--- config.mk ---
export PLATFORM = sky130hd
export DESIGN_NAME = biquad_iir_filter_top
export DESIGN_NICKNAME = d
export VERILOG_FILES = /design/src/rtl/bqd_pkg.sv /design/src/rtl/bqd_cfg_regs.sv /design/src/rtl/bqd_digit_mult.sv /design/src/rtl/biquad_iir_filter_top.sv
export VERILOG_INCLUDE_DIRS = /design/src /design/src/rtl
export SDC_FILE = /design/constraint.sdc
export NUM_CORES = 2
export LEC_CHECK = 0
export BUFFER_PORTS_ARGS = -buffer_cell sky130_fd_sc_hd__buf_4
export CAP_MARGIN = 20
export CORE_ASPECT_RATIO = 1.4
export CORE_MARGIN = 4
export CORE_UTILIZATION = 63
export DETAILED_ROUTE_END_ITERATION = 12
export GPL_TIMING_DRIVEN = 0
export PLACE_DENSITY = 0.8
export SLEW_MARGIN = 10
export SYNTH_ARGS = -nofsm -noshare
export SYNTH_HDL_FRONTEND = slang
export SYNTH_HIERARCHICAL = 1
export SYNTH_SLANG_ARGS = --single-unit
--- constraint.sdc ---
create_clock -name aclk -period 27.2 [get_ports aclk]
set_input_delay 5.44 -clock aclk [delete_from_list [all_inputs] [get_ports aclk]]
set_output_delay 5.44 -clock aclk [all_outputs]
set_load 0.05 [all_outputs]
--- src/rtl/assert_macros.svh ---
// Assertion macros shared by the biquad filter RTL.
// Included by the modules that carry concurrent assertions; no other dependencies.
`ifndef ASSERT_MACROS_SVH
`define ASSERT_MACROS_SVH

// Checked at every rising edge outside reset.
`define ASSERT_RST(label, clk, rstn, prop, msg) \
    label: assert property (@(posedge clk) disable iff (!rstn) prop) else $error(msg);

// Checked at every rising edge, reset included.
`define ASSERT_ANY(label, clk, prop, msg) \
    label: assert property (@(posedge clk) prop) else $error(msg);

`endif

--- src/rtl/bqd_pkg.sv ---
// Shared constants and types for the biquad IIR filter.
// Used by the register block, the digit-serial multiplier and the top level.
package bqd_pkg;

    localparam int SAMPLE_BITS    = 24;
    localparam int COEF_BITS      = 32;
    localparam int COEF_FRAC_BITS = 28;
    localparam int ACC_BITS       = 64;

    localparam int TDATA_BITS = ((SAMPLE_BITS + 7) / 8) * 8;

    localparam int DIGITS    = (SAMPLE_BITS + 1) / 2;
    localparam int MOP_BITS  = 2 * DIGITS;
    localparam int CNT_BITS  = (DIGITS > 1) ? $clog2(DIGITS) : 1;
    localparam int PROD_BITS = COEF_BITS + 1 + MOP_BITS;

    localparam int REG_COUNT  = 5;
    localparam int IDX_BITS   = 3;
    localparam int ADDR_BITS  = IDX_BITS + 2;
    localparam int PDATA_BITS = 32;

    localparam logic signed [COEF_BITS-1:0] COEF_UNITY =
        COEF_BITS'(64'sd1 <<< COEF_FRAC_BITS);
    localparam logic signed [ACC_BITS-1:0] ROUND_HALF =
        ACC_BITS'(64'sd1 <<< (COEF_FRAC_BITS - 1));
    localparam logic signed [ACC_BITS-1:0] ACC_MAX = {1'b0, {(ACC_BITS-1){1'b1}}};
    localparam logic signed [ACC_BITS-1:0] ACC_MIN = {1'b1, {(ACC_BITS-1){1'b0}}};
    localparam logic signed [SAMPLE_BITS-1:0] SAMPLE_MAX = {1'b0, {(SAMPLE_BITS-1){1'b1}}};
    localparam logic signed [SAMPLE_BITS-1:0] SAMPLE_MIN = {1'b1, {(SAMPLE_BITS-1){1'b0}}};

    typedef enum logic [IDX_BITS-1:0] {
        REG_B0 = 3'd0,
        REG_B1 = 3'd1,
        REG_B2 = 3'd2,
        REG_A1 = 3'd3,
        REG_A2 = 3'd4
    } reg_idx_t;

    typedef struct packed {
        logic signed [COEF_BITS-1:0] b0;
        logic signed [COEF_BITS-1:0] b1;
        logic signed [COEF_BITS-1:0] b2;
        logic signed [COEF_BITS-1:0] a1;
        logic signed [COEF_BITS-1:0] a2;
    } coef_set_t;

    typedef struct packed {
        logic clear;
        logic step;
        logic last;
    } mult_ctrl_t;

endpackage

--- src/rtl/bqd_cfg_regs.sv ---
// APB-style register block holding the five biquad coefficients.
// Depends on bqd_pkg for the register map and the coefficient struct.
module bqd_cfg_regs (
    input  logic                              aclk,
    input  logic                              aresetn,
    input  logic                              psel,
    input  logic                              penable,
    input  logic                              pwrite,
    input  logic [bqd_pkg::ADDR_BITS-1:0]     paddr,
    input  logic [bqd_pkg::PDATA_BITS-1:0]    pwdata,
    output logic [bqd_pkg::PDATA_BITS-1:0]    prdata,
    output logic                              pready,
    output bqd_pkg::coef_set_t                coefs
);
    import bqd_pkg::*;

    coef_set_t              coef_reg;
    coef_set_t              coef_next;
    logic [IDX_BITS-1:0]    idx;
    logic                   wr_en;

    assign pready = 1'b1;
    assign idx    = paddr[ADDR_BITS-1:2];
    assign wr_en  = psel && penable && pwrite && pready;
    assign coefs  = coef_reg;

    always_comb begin
        coef_next = coef_reg;
        if (wr_en) begin
            case (idx)
                REG_B0:  coef_next.b0 = COEF_BITS'(pwdata);
                REG_B1:  coef_next.b1 = COEF_BITS'(pwdata);
                REG_B2:  coef_next.b2 = COEF_BITS'(pwdata);
                REG_A1:  coef_next.a1 = COEF_BITS'(pwdata);
                REG_A2:  coef_next.a2 = COEF_BITS'(pwdata);
                default: coef_next = coef_reg;
            endcase
        end
    end

    always_comb begin
        case (idx)
            REG_B0:  prdata = PDATA_BITS'(coef_reg.b0);
            REG_B1:  prdata = PDATA_BITS'(coef_reg.b1);
            REG_B2:  prdata = PDATA_BITS'(coef_reg.b2);
            REG_A1:  prdata = PDATA_BITS'(coef_reg.a1);
            REG_A2:  prdata = PDATA_BITS'(coef_reg.a2);
            default: prdata = '0;
        endcase
    end

    always_ff @(posedge aclk) begin
        if (!aresetn) begin
            coef_reg.b0 <= COEF_UNITY;
            coef_reg.b1 <= '0;
            coef_reg.b2 <= '0;
            coef_reg.a1 <= '0;
            coef_reg.a2 <= '0;
        end else begin
            coef_reg <= coef_next;
        end
    end

endmodule

--- src/rtl/bqd_digit_mult.sv ---
// Digit-serial signed multiplier: one radix-4 digit of the sample per cycle while
// step is set, against a parallel coefficient. Uses bqd_pkg widths and controls.
module bqd_digit_mult (
    input  logic                                   aclk,
    input  bqd_pkg::mult_ctrl_t                    ctrl,
    input  logic [1:0]                             digit,
    input  logic signed [bqd_pkg::COEF_BITS-1:0]   coef,
    output logic signed [bqd_pkg::ACC_BITS-1:0]    product
);
    import bqd_pkg::*;

    localparam int ADD_BITS = COEF_BITS + 3;

    logic signed [COEF_BITS:0]    hi_reg;
    logic signed [COEF_BITS:0]    hi_next;
    logic [MOP_BITS-1:0]          lo_reg;
    logic [MOP_BITS-1:0]          lo_next;
    logic signed [ADD_BITS-1:0]   c_ext;
    logic signed [ADD_BITS-1:0]   t0;
    logic signed [ADD_BITS-1:0]   t1;
    logic signed [ADD_BITS-1:0]   sum;
    logic signed [PROD_BITS-1:0]  full;

    always_comb begin
        c_ext = ADD_BITS'(coef);
        t0    = digit[0] ? c_ext : '0;
        t1    = digit[1] ? (c_ext <<< 1) : '0;
        // The top digit carries the sign bit of the sample with negative weight.
        if (ctrl.last) begin
            t1 = -t1;
        end
        sum     = ADD_BITS'(hi_reg) + t0 + t1;
        hi_next = sum[ADD_BITS-1:2];
        lo_next = {sum[1:0], lo_reg[MOP_BITS-1:2]};
    end

    always_ff @(posedge aclk) begin
        if (ctrl.clear) begin
            hi_reg <= '0;
        end else if (ctrl.step) begin
            hi_reg <= hi_next;
            lo_reg <= lo_next;
        end
    end

    assign full    = {hi_reg, lo_reg};
    assign product = ACC_BITS'(full);

endmodule

--- src/rtl/biquad_iir_filter_top.sv ---
// Biquad IIR section, transposed direct form II, with digit-serial multipliers.
// Depends on bqd_pkg, bqd_cfg_regs, bqd_digit_mult and assert_macros.svh.
//
// Usage:
// Samples arrive on the s_ stream channel (s_tdata holds sample_in) and filtered
// samples leave on the m_ stream channel (m_tdata holds sample_out, m_tuser the
// clip flag). Coefficients b0, b1, b2, a1, a2 are written over the APB-style
// port at byte addresses 0, 4, 8, 12 and 16 while no sample is in flight.
// One sample is processed at a time. Three multipliers take the input sample
// two bits per cycle against b0, b1 and b2; then two of them take the output
// sample against a1 and a2. After a sample is accepted the block steps through
// the input pass (ST_MUL_X), ST_ACC, ST_RND and ST_SATY, which loads the output
// register and raises m_tvalid; then the output pass (ST_MUL_Y), ST_UPD1 and
// ST_UPD2 update the delay accumulators before s_tready returns in ST_IDLE.
// The result sits in an output register, so a stalled receiver only holds the
// block when the next result is ready and the previous one is still waiting.
// Reset restores unity-gain coefficients, clears both delay accumulators and
// empties the output register.
`include "assert_macros.svh"

module biquad_iir_filter_top (
    input  logic                                aclk,
    input  logic                                aresetn,
    input  logic                                s_tvalid,
    output logic                                s_tready,
    input  logic [bqd_pkg::TDATA_BITS-1:0]      s_tdata,  // [23:0] sample_in
    output logic                                m_tvalid,
    input  logic                                m_tready,
    output logic [bqd_pkg::TDATA_BITS-1:0]      m_tdata,  // [23:0] sample_out
    output logic [0:0]                          m_tuser,  // [0] clipped
    input  logic                                psel,
    input  logic                                penable,
    input  logic                                pwrite,
    input  logic [bqd_pkg::ADDR_BITS-1:0]       paddr,
    input  logic [bqd_pkg::PDATA_BITS-1:0]      pwdata,
    output logic [bqd_pkg::PDATA_BITS-1:0]      prdata,
    output logic                                pready
);
    import bqd_pkg::*;

    typedef enum logic [2:0] {
        ST_IDLE,
        ST_MUL_X,
        ST_ACC,
        ST_RND,
        ST_SATY,
        ST_MUL_Y,
        ST_UPD1,
        ST_UPD2
    } state_t;

    state_t                        state_reg, state_next;
    logic [CNT_BITS-1:0]           cnt_reg, cnt_next;
    logic [MOP_BITS-1:0]           mop_reg, mop_next;
    logic signed [ACC_BITS-1:0]    acc_reg, acc_next;
    logic signed [ACC_BITS-1:0]    tmp_reg, tmp_next;
    logic signed [ACC_BITS-1:0]    p1x_reg, p1x_next;
    logic signed [ACC_BITS-1:0]    p2x_reg, p2x_next;
    logic signed [ACC_BITS-1:0]    d1_reg, d1_next;
    logic signed [ACC_BITS-1:0]    d2_reg, d2_next;
    logic                          m_tvalid_reg, m_tvalid_next;
    logic [SAMPLE_BITS-1:0]        y_reg, y_next;
    logic                          clip_reg, clip_next;

    coef_set_t                     coefs;
    mult_ctrl_t                    mctrl;
    logic signed [COEF_BITS-1:0]   coef1;
    logic signed [COEF_BITS-1:0]   coef2;
    logic signed [ACC_BITS-1:0]    prod0;
    logic signed [ACC_BITS-1:0]    prod1;
    logic signed [ACC_BITS-1:0]    prod2;
    logic signed [SAMPLE_BITS-1:0] x_in;
    logic signed [ACC_BITS-1:0]    ysh;
    logic signed [SAMPLE_BITS-1:0] y_sat;
    logic                          y_over;
    logic                          last_digit;

    function automatic logic signed [ACC_BITS-1:0] sat_add(
        input logic signed [ACC_BITS-1:0] a,
        input logic signed [ACC_BITS-1:0] b
    );
        logic signed [ACC_BITS:0] s;
        s = {a[ACC_BITS-1], a} + {b[ACC_BITS-1], b};
        if (s[ACC_BITS] != s[ACC_BITS-1]) begin
            return s[ACC_BITS] ? ACC_MIN : ACC_MAX;
        end
        return s[ACC_BITS-1:0];
    endfunction

    bqd_cfg_regs u_cfg (
        .aclk    (aclk),
        .aresetn (aresetn),
        .psel    (psel),
        .penable (penable),
        .pwrite  (pwrite),
        .paddr   (paddr),
        .pwdata  (pwdata),
        .prdata  (prdata),
        .pready  (pready),
        .coefs   (coefs)
    );

    assign coef1 = (state_reg == ST_MUL_Y) ? coefs.a1 : coefs.b1;
    assign coef2 = (state_reg == ST_MUL_Y) ? coefs.a2 : coefs.b2;

    bqd_digit_mult u_mult0 (
        .aclk    (aclk),
        .ctrl    (mctrl),
        .digit   (mop_reg[1:0]),
        .coef    (coefs.b0),
        .product (prod0)
    );

    bqd_digit_mult u_mult1 (
        .aclk    (aclk),
        .ctrl    (mctrl),
        .digit   (mop_reg[1:0]),
        .coef    (coef1),
        .product (prod1)
    );

    bqd_digit_mult u_mult2 (
        .aclk    (aclk),
        .ctrl    (mctrl),
        .digit   (mop_reg[1:0]),
        .coef    (coef2),
        .product (prod2)
    );

    assign s_tready   = (state_reg == ST_IDLE);
    assign m_tvalid   = m_tvalid_reg;
    assign m_tdata    = TDATA_BITS'(y_reg);
    assign m_tuser    = clip_reg;
    assign x_in       = s_tdata[SAMPLE_BITS-1:0];
    assign last_digit = (cnt_reg == CNT_BITS'(DIGITS - 1));

    always_comb begin
        ysh    = acc_reg >>> COEF_FRAC_BITS;
        y_over = !((&ysh[ACC_BITS-1:SAMPLE_BITS-1]) || (~|ysh[ACC_BITS-1:SAMPLE_BITS-1]));
        if (y_over) begin
            y_sat = ysh[ACC_BITS-1] ? SAMPLE_MIN : SAMPLE_MAX;
        end else begin
            y_sat = ysh[SAMPLE_BITS-1:0];
        end
    end

    always_comb begin
        state_next    = state_reg;
        cnt_next      = cnt_reg;
        mop_next      = mop_reg;
        acc_next      = acc_reg;
        tmp_next      = tmp_reg;
        p1x_next      = p1x_reg;
        p2x_next      = p2x_reg;
        d1_next       = d1_reg;
        d2_next       = d2_reg;
        y_next        = y_reg;
        clip_next     = clip_reg;
        m_tvalid_next = m_tvalid_reg;
        mctrl.clear   = 1'b0;
        mctrl.step    = 1'b0;
        mctrl.last    = last_digit;

        if (m_tvalid_reg && m_tready) begin
            m_tvalid_next = 1'b0;
        end

        case (state_reg)
            ST_IDLE: begin
                if (s_tvalid) begin
                    mop_next    = MOP_BITS'(x_in);
                    cnt_next    = '0;
                    mctrl.clear = 1'b1;
                    state_next  = ST_MUL_X;
                end
            end
            ST_MUL_X: begin
                mctrl.step = 1'b1;
                mop_next   = {2'b00, mop_reg[MOP_BITS-1:2]};
                cnt_next   = cnt_reg + 1'b1;
                if (last_digit) begin
                    state_next = ST_ACC;
                end
            end
            ST_ACC: begin
                acc_next   = sat_add(prod0, d1_reg);
                p1x_next   = prod1;
                p2x_next   = prod2;
                state_next = ST_RND;
            end
            ST_RND: begin
                acc_next   = sat_add(acc_reg, ROUND_HALF);
                state_next = ST_SATY;
            end
            ST_SATY: begin
                if (!m_tvalid_reg || m_tready) begin
                    y_next        = y_sat;
                    clip_next     = y_over;
                    m_tvalid_next = 1'b1;
                    mop_next      = MOP_BITS'(y_sat);
                    cnt_next      = '0;
                    mctrl.clear   = 1'b1;
                    state_next    = ST_MUL_Y;
                end
            end
            ST_MUL_Y: begin
                mctrl.step = 1'b1;
                mop_next   = {2'b00, mop_reg[MOP_BITS-1:2]};
                cnt_next   = cnt_reg + 1'b1;
                if (last_digit) begin
                    state_next = ST_UPD1;
                end
            end
            ST_UPD1: begin
                tmp_next   = p1x_reg - prod1;
                state_next = ST_UPD2;
            end
            ST_UPD2: begin
                d1_next    = sat_add(tmp_reg, d2_reg);
                d2_next    = p2x_reg - prod2;
                state_next = ST_IDLE;
            end
            default: begin
                state_next = ST_IDLE;
            end
        endcase
    end

    always_ff @(posedge aclk) begin
        if (!aresetn) begin
            state_reg    <= ST_IDLE;
            cnt_reg      <= '0;
            d1_reg       <= '0;
            d2_reg       <= '0;
            m_tvalid_reg <= 1'b0;
        end else begin
            state_reg    <= state_next;
            cnt_reg      <= cnt_next;
            d1_reg       <= d1_next;
            d2_reg       <= d2_next;
            m_tvalid_reg <= m_tvalid_next;
        end
        mop_reg  <= mop_next;
        acc_reg  <= acc_next;
        tmp_reg  <= tmp_next;
        p1x_reg  <= p1x_next;
        p2x_reg  <= p2x_next;
        y_reg    <= y_next;
        clip_reg <= clip_next;
    end

    `ASSERT_RST(a_accept_starts_mul, aclk, aresetn,
        (s_tvalid && s_tready) |=> (state_reg == ST_MUL_X), "Accepted request did not start")
    `ASSERT_RST(a_valid_from_saty, aclk, aresetn,
        $rose(m_tvalid_reg) |-> $past(state_reg == ST_SATY), "Result raised outside output stage")
    `ASSERT_RST(a_hold_on_stall, aclk, aresetn,
        (state_reg == ST_SATY && m_tvalid_reg && !m_tready) |=> (state_reg == ST_SATY),
        "Output stage advanced over a pending result")
    `ASSERT_ANY(a_reset_empties, aclk,
        !aresetn |=> !m_tvalid_reg, "Output register not empty after reset")

endmodule

After elaboration in Yosys (flattened, before gate mapping)
Index checks and enable logic that the tools add are counted.
- $add $sub $neg: 15
- eq/ne operators: 19
- muxes and demuxes: 48
- bitwise logic cells: 1
- reduce and logical (&&, ||, !) cells: 24
- operators with widths (cell ; number):
    $mux W64 ; 9
    $mux W35 ; 9
    $pmux W32 S5 ; 1
    $pmux W64 S2 ; 1
    $sub A57 B57 Y58 ; 2
    $add A33 B35 Y35 ; 3
    $add A35 B35 Y35 ; 3
    $neg A35 Y35 ; 3
    $mux W24 ; 4
    $pmux W24 S3 ; 1
    $add A57 B64 Y65 ; 1
    $add A64 B29 Y65 const B ; 1
    $mux W32 ; 2
    $add A58 B58 Y59 ; 1
    $pmux W3 S8 ; 1
    $eq A3 B3 Y1 const B ; 5
    $reduce_and A2 Y1 ; 7
    $reduce_and A13 Y1 ; 1
    $reduce_or A13 Y1 ; 1
    $eq A3 B2 Y1 const B ; 4
    $mux W1 ; 12
    $mux W3 ; 4
    $pmux W4 S3 ; 1
    $mux W4 ; 2
    other kinds (16) ; 28
- register bits after elaboration: 746
- bits of input ports: 68
- output and inout port bits: 60
- logic and storage cells: 130

Logic depth before layout (Yosys ltp)
- depth after elaboration: 6
- depth in mapped cells: 27
- mapped depth without buffers: 24

By module
Netlist, hierarchy kept.
- modules (own cells, without submodules) (module ; times used ; cells an instance ; area each (sq um) ; seq. area each (sq um)):
    biquad_iir_filter_top ; 1 ; 3544 ; 30940.9 ; 11070.6
    bqd_digit_mult at u_mult0 ... ; 2 ; 649 ; 5596.6 ; 1381.3
    bqd_cfg_regs ; 1 ; 683 ; 6881.6 ; 3203.1
    bqd_digit_mult at u_mult2 ; 1 ; 643 ; 5581.6 ; 1381.3

Least setup slack after synthesis
No wires, ideal clock.
- path type: input -> output
- start: input paddr[3] (netlist bit)
- end: output prdata[23] (netlist bit)
- arrival time: 6835 ps
- required time: 21760 ps
- path slack: 14925 ps
- stages on the path: 5
- path buffers: 2
- cell sequence: buf_4 > buf_2 > nand2_1 > o21a_1 > o22ai_1
- word-level cells in the longest chain between the ends: 2
- elaborated cells on any way between the ends: 6
- classes of those cells: eq/ne (4); mux (1); reduce/logical (1)
- ends and longest elaborated chain (item ; RTL line ; text):
    start, declared ; biquad_iir_filter_top.sv:34 ; input logic [bqd_pkg::ADDR_BITS-1:0] paddr,
    $eq A3 B3 Y1, or another cell as far along ; bqd_cfg_regs.sv:42 ; case (idx)
    $pmux W32 S5 (*) ; bqd_cfg_regs.sv:42 ;
    end, declared ; biquad_iir_filter_top.sv:36 ; output logic [bqd_pkg::PDATA_BITS-1:0] prdata,
Mark *: on every way between the ends. The rest lies on a longest branch, timed or not.

Worst setup path after layout
- start: input paddr[2] (netlist bit)
- end: output prdata[28] (netlist bit)
The elaborated chain is that of the path after synthesis.

==> summary.txt <==
Yosys
  • Ys flop type: dfxtp_1
  • Post-synthesis simple-gate area fraction: 16.00%
  • Syn_nets: between 6000 and 7000
  • Syn Std Cell Area: 54600 um^2
  • Ranking of synthesized cells by area: edfxtp_1, dfxtp_1, ha_1
  • Synth Area in XOR/XNOR: under 10%
  • Synth Area in Compound Gates: 21.48%
  • Most frequent cell after synthesis: nand2_1
  • Flops & latches, synth: 745
  • Synth warn: 6
  • Synth area leader: edfxtp_1
  • Post-synth EDFFs: 350
  • Mux cell area share after synthesis: a little under 6%
  • Unique cell type count in the Yosys netlist: approximately 110
  • Avg Cell Area, Syn: 8.852 um^2
  • Yosys top cell area share: between 10% and 20%
  • Sequential fraction of the synthesis area: about a third
  • Async set-reset flop share out of synthesis: 0%
  • Mapped Cells: slightly above 6000
  • Top cells by count, synth: nand2_1, a21oi_1, dfxtp_1
  • Synth Area in Adders: between 10% and 20%
  • Largest family of logic cells by synthesized area: compound AO/OA/AOI/OAI gates

Clock tree
  • Post-CTS Setup Bufs: 0
  • CTS Buf Count: between 70 and 80
  • CTS tree: built
  • CTS H-Tree Depth: 3
  • Cts repair resizes: 0
  • Clock-pin slew of the registers on the worst-case setup and hold paths: about 0.06 ns
  • CTS root buf: clkbuf_16
  • Clock buffer depth: 3
  • Clock Latency Late Sink: between 0.6 and 0.7 ns
  • Clock sinks: 745
  • Hold Buf Count CTS: 0

Route
  • Routed WL per cell: between 20 and 25 um
  • DR iter-0 viols: roughly 4300
  • Antenna Nets Post-Route: 0
  • Post-Route WL: around 170 mm
  • Via count: a little under 50000
  • # DRC: 0
  • Avg Vias per Cell: 6.365
  • DR pass1 iterations: 8

Worst setup path
  • Worst path arrival time: approximately 7.5 ns
  • CP startpoint kind: input port
  • Worst path depth: 6
  • Most used cell along the critical path: buf_4
  • Worst Path Class, Setup: input port to primary output
  • CP required: approximately 22 ns
  • Reg-to-reg slack, setup: between 15 and 20 ns
  • R2r startpoint: state_reg[1]$_SDFFE_PN0P_
  • Max FO, Critical Path: 10
  • CP Cell Sequence: buf_4 -> buf_2 -> nor3_1 -> clkbuf_1 -> a221o_1 -> buf_4
  • R2R cell count: 27
  • CP bufs+invs: 4
  • FF-to-FF End: u_mult2/hi_reg[30]$_SDFFE_PP0P_
  • Delay of the slowest critical-path stage: ~0.62 ns
  • Delay-heaviest family, CP: buffers and inverters
  • CP max-delay cell: nor3_1
  • Crit. End Element: primary output

Final layout
  • Layout cell share with drive strength beyond 1: under 10%
  • Final Instance Area: between 50000 and 60000 um^2
  • Cell Count, Final, Fillers Out: approximately 7500
  • P&R area growth vs syn: 9.588%
  • Multi-input gate area: ~34000 um^2
  • Fin util: around 70%
  • Fin nets: about 6900
  • Storage cell area: 18420 um^2
  • Filler cell count: around 7000
  • N_diodes: 0
  • Max reg flops: 160

Status
  • Status: complete, no violations

STA
  • Crit share post-route: around 48%
  • Max Clk Rate: slightly below 0.08 GHz
  • Minimum clock period after layout: ~13 ns
  • Hold Fails Final Rpt: 0
  • Final WS setup: 14.22 ns
  • Max-slew violations: 0
  • Tightest Pin Transition: between 1 and 1.5 ns
  • RSZ-0062 raised after global routing: false
  • Rel. slew slack: 21.45%
  • Final setup vio count: 0
  • Hold_ws: around 0.46 ns
  • Sum Neg Setup Slack: 0 ns
  • Final setup skew: between 0.02 and 0.03 ns

GRT
  • Total track usage: around 35%
  • GRT overflow: 0
  • Initial antenna violation count: 3
  • First-pass GRT wire length: around 260 mm
  • Largest net degree at the start of global routing: 37
  • Vias in the first global route: approximately 47000

Flow run
  • Max cap viols: 0

Floorplan
  • Boundary pin count: about 130
  • Die area: approximately 90000 um^2
  • Core area: around 86000 um^2
  • Die span in y: roughly 360 um
  • Starting Density: a little under two thirds
  • Die Wd: around 260 um
  • Row count: roughly 130

Placed design
  • Dpl ws: 14.27 ns
  • DP Cell Count: approximately 7400
  • Gp weighted congestion: a little over 1
  • DP Area: 57090 um^2
  • PortBufs: 124
  • Final HPWL DP: between 100 and 150 mm

Power and ir drop
  • Maximum vdd drop: 0.05880 mV
  • Final Total Pwr: 2.575 mW
  • PwrDens: between 40 and 50 nW/um^2
  • Leak: ~25 nW

Worst hold path
  • HP Start: u_mult0/lo_reg[12]$_DFFE_PP_
  • Hold Crit Class: flop to flop
  • Min-Delay Path Depth: 0
  • Hold Path Sink: u_mult0/lo_reg[10]$_DFFE_PP_
## where the power goes
part	total (mW)	internal, mW	switching (mW)	leakage (nW)
Sequential	1.21	1.19	0.0201	6.36
Clock	1.14	0.669	0.473	1.32
Combinational	0.223	0.0782	0.145	17.3
## routing by layer
layer  part of all wire (%)  routed length, um  up-vias  GRT usage, %
met2                     48              79350     2003         61.37
met3                    5.9               9833      574         4.423
met1                     38              62670    22640         40.23
met4                    8.9              14800        0         25.99
met5                      0                  0        -             0
li1                       -                  -    22800             -
## logic make-up after synthesis
family / Yosys count
adder cells (fa/ha/maj): 481
other: 1
AND/OR/NAND/NOR: 1838
flip-flops: 745
buffers and inverters: 597
AO/OA/AOI/OAI: 1829
multiplexers: 307
XOR/XNOR: 370
## placed cells by master (no fill, tap or decap), types with 241 or more instances in the layout
cell / count
nand2_1: 731
a21oi_1: 626
dfxtp_1: 395
ha_1: 363
nor2_1: 352
edfxtp_1: 350
o21ai_0: 343
clkbuf_1: 255
inv_1: 254
a21o_1: 249
mux2i_1: 241
## worst reg2reg max path, stage by stage (launching register included)
cell	delay [ns]
dfxtp_1	0.33
clkbuf_1	0.32
nand2b_1	0.29
inv_2	0.16
nand2_1	0.66
clkbuf_1	0.61
mux2_2	0.55
nand2_1	0.19
ha_1	0.29
o21ai_0	0.21
a21o_1	0.25
a21o_1	0.19
o21bai_1	0.21
and2_1	0.24
nor2_1	0.19
a211oi_1	0.12
fa_1	0.43
ha_1	0.28
clkbuf_1	0.28
nand2_1	0.12
nor4_1	0.42
o21ai_0	0.29
nand3_1	0.17
o21ai_0	0.17
a31oi_1	0.26
a21oi_1	0.16
and4_1	0.22
a311o_1	0.26
## area by class of cell
class	instances	area share, %
multi-input combinational	4826	56.34
sequential	745	30.78
clock buffer	108	3.764
buffer	338	2.547
tap	1096	2.292
timing repair buffer	134	1.886
inverter	259	1.625
clock inverter	38	0.7675
## worst max-delay path by stage
stage | from | end | slack [ns]
2_1_floorplan | paddr[3] | prdata[23] | 14.92
3_3_place_gp | paddr[2] | prdata[28] | 14.31
3_5_place_dp | paddr[2] | prdata[28] | 14.27
4_1_cts | paddr[2] | prdata[28] | 14.27
5_1_grt | paddr[2] | prdata[28] | 14.22
6_report | paddr[2] | prdata[28] | 14.22
Power figures use the tool's default switching activity.
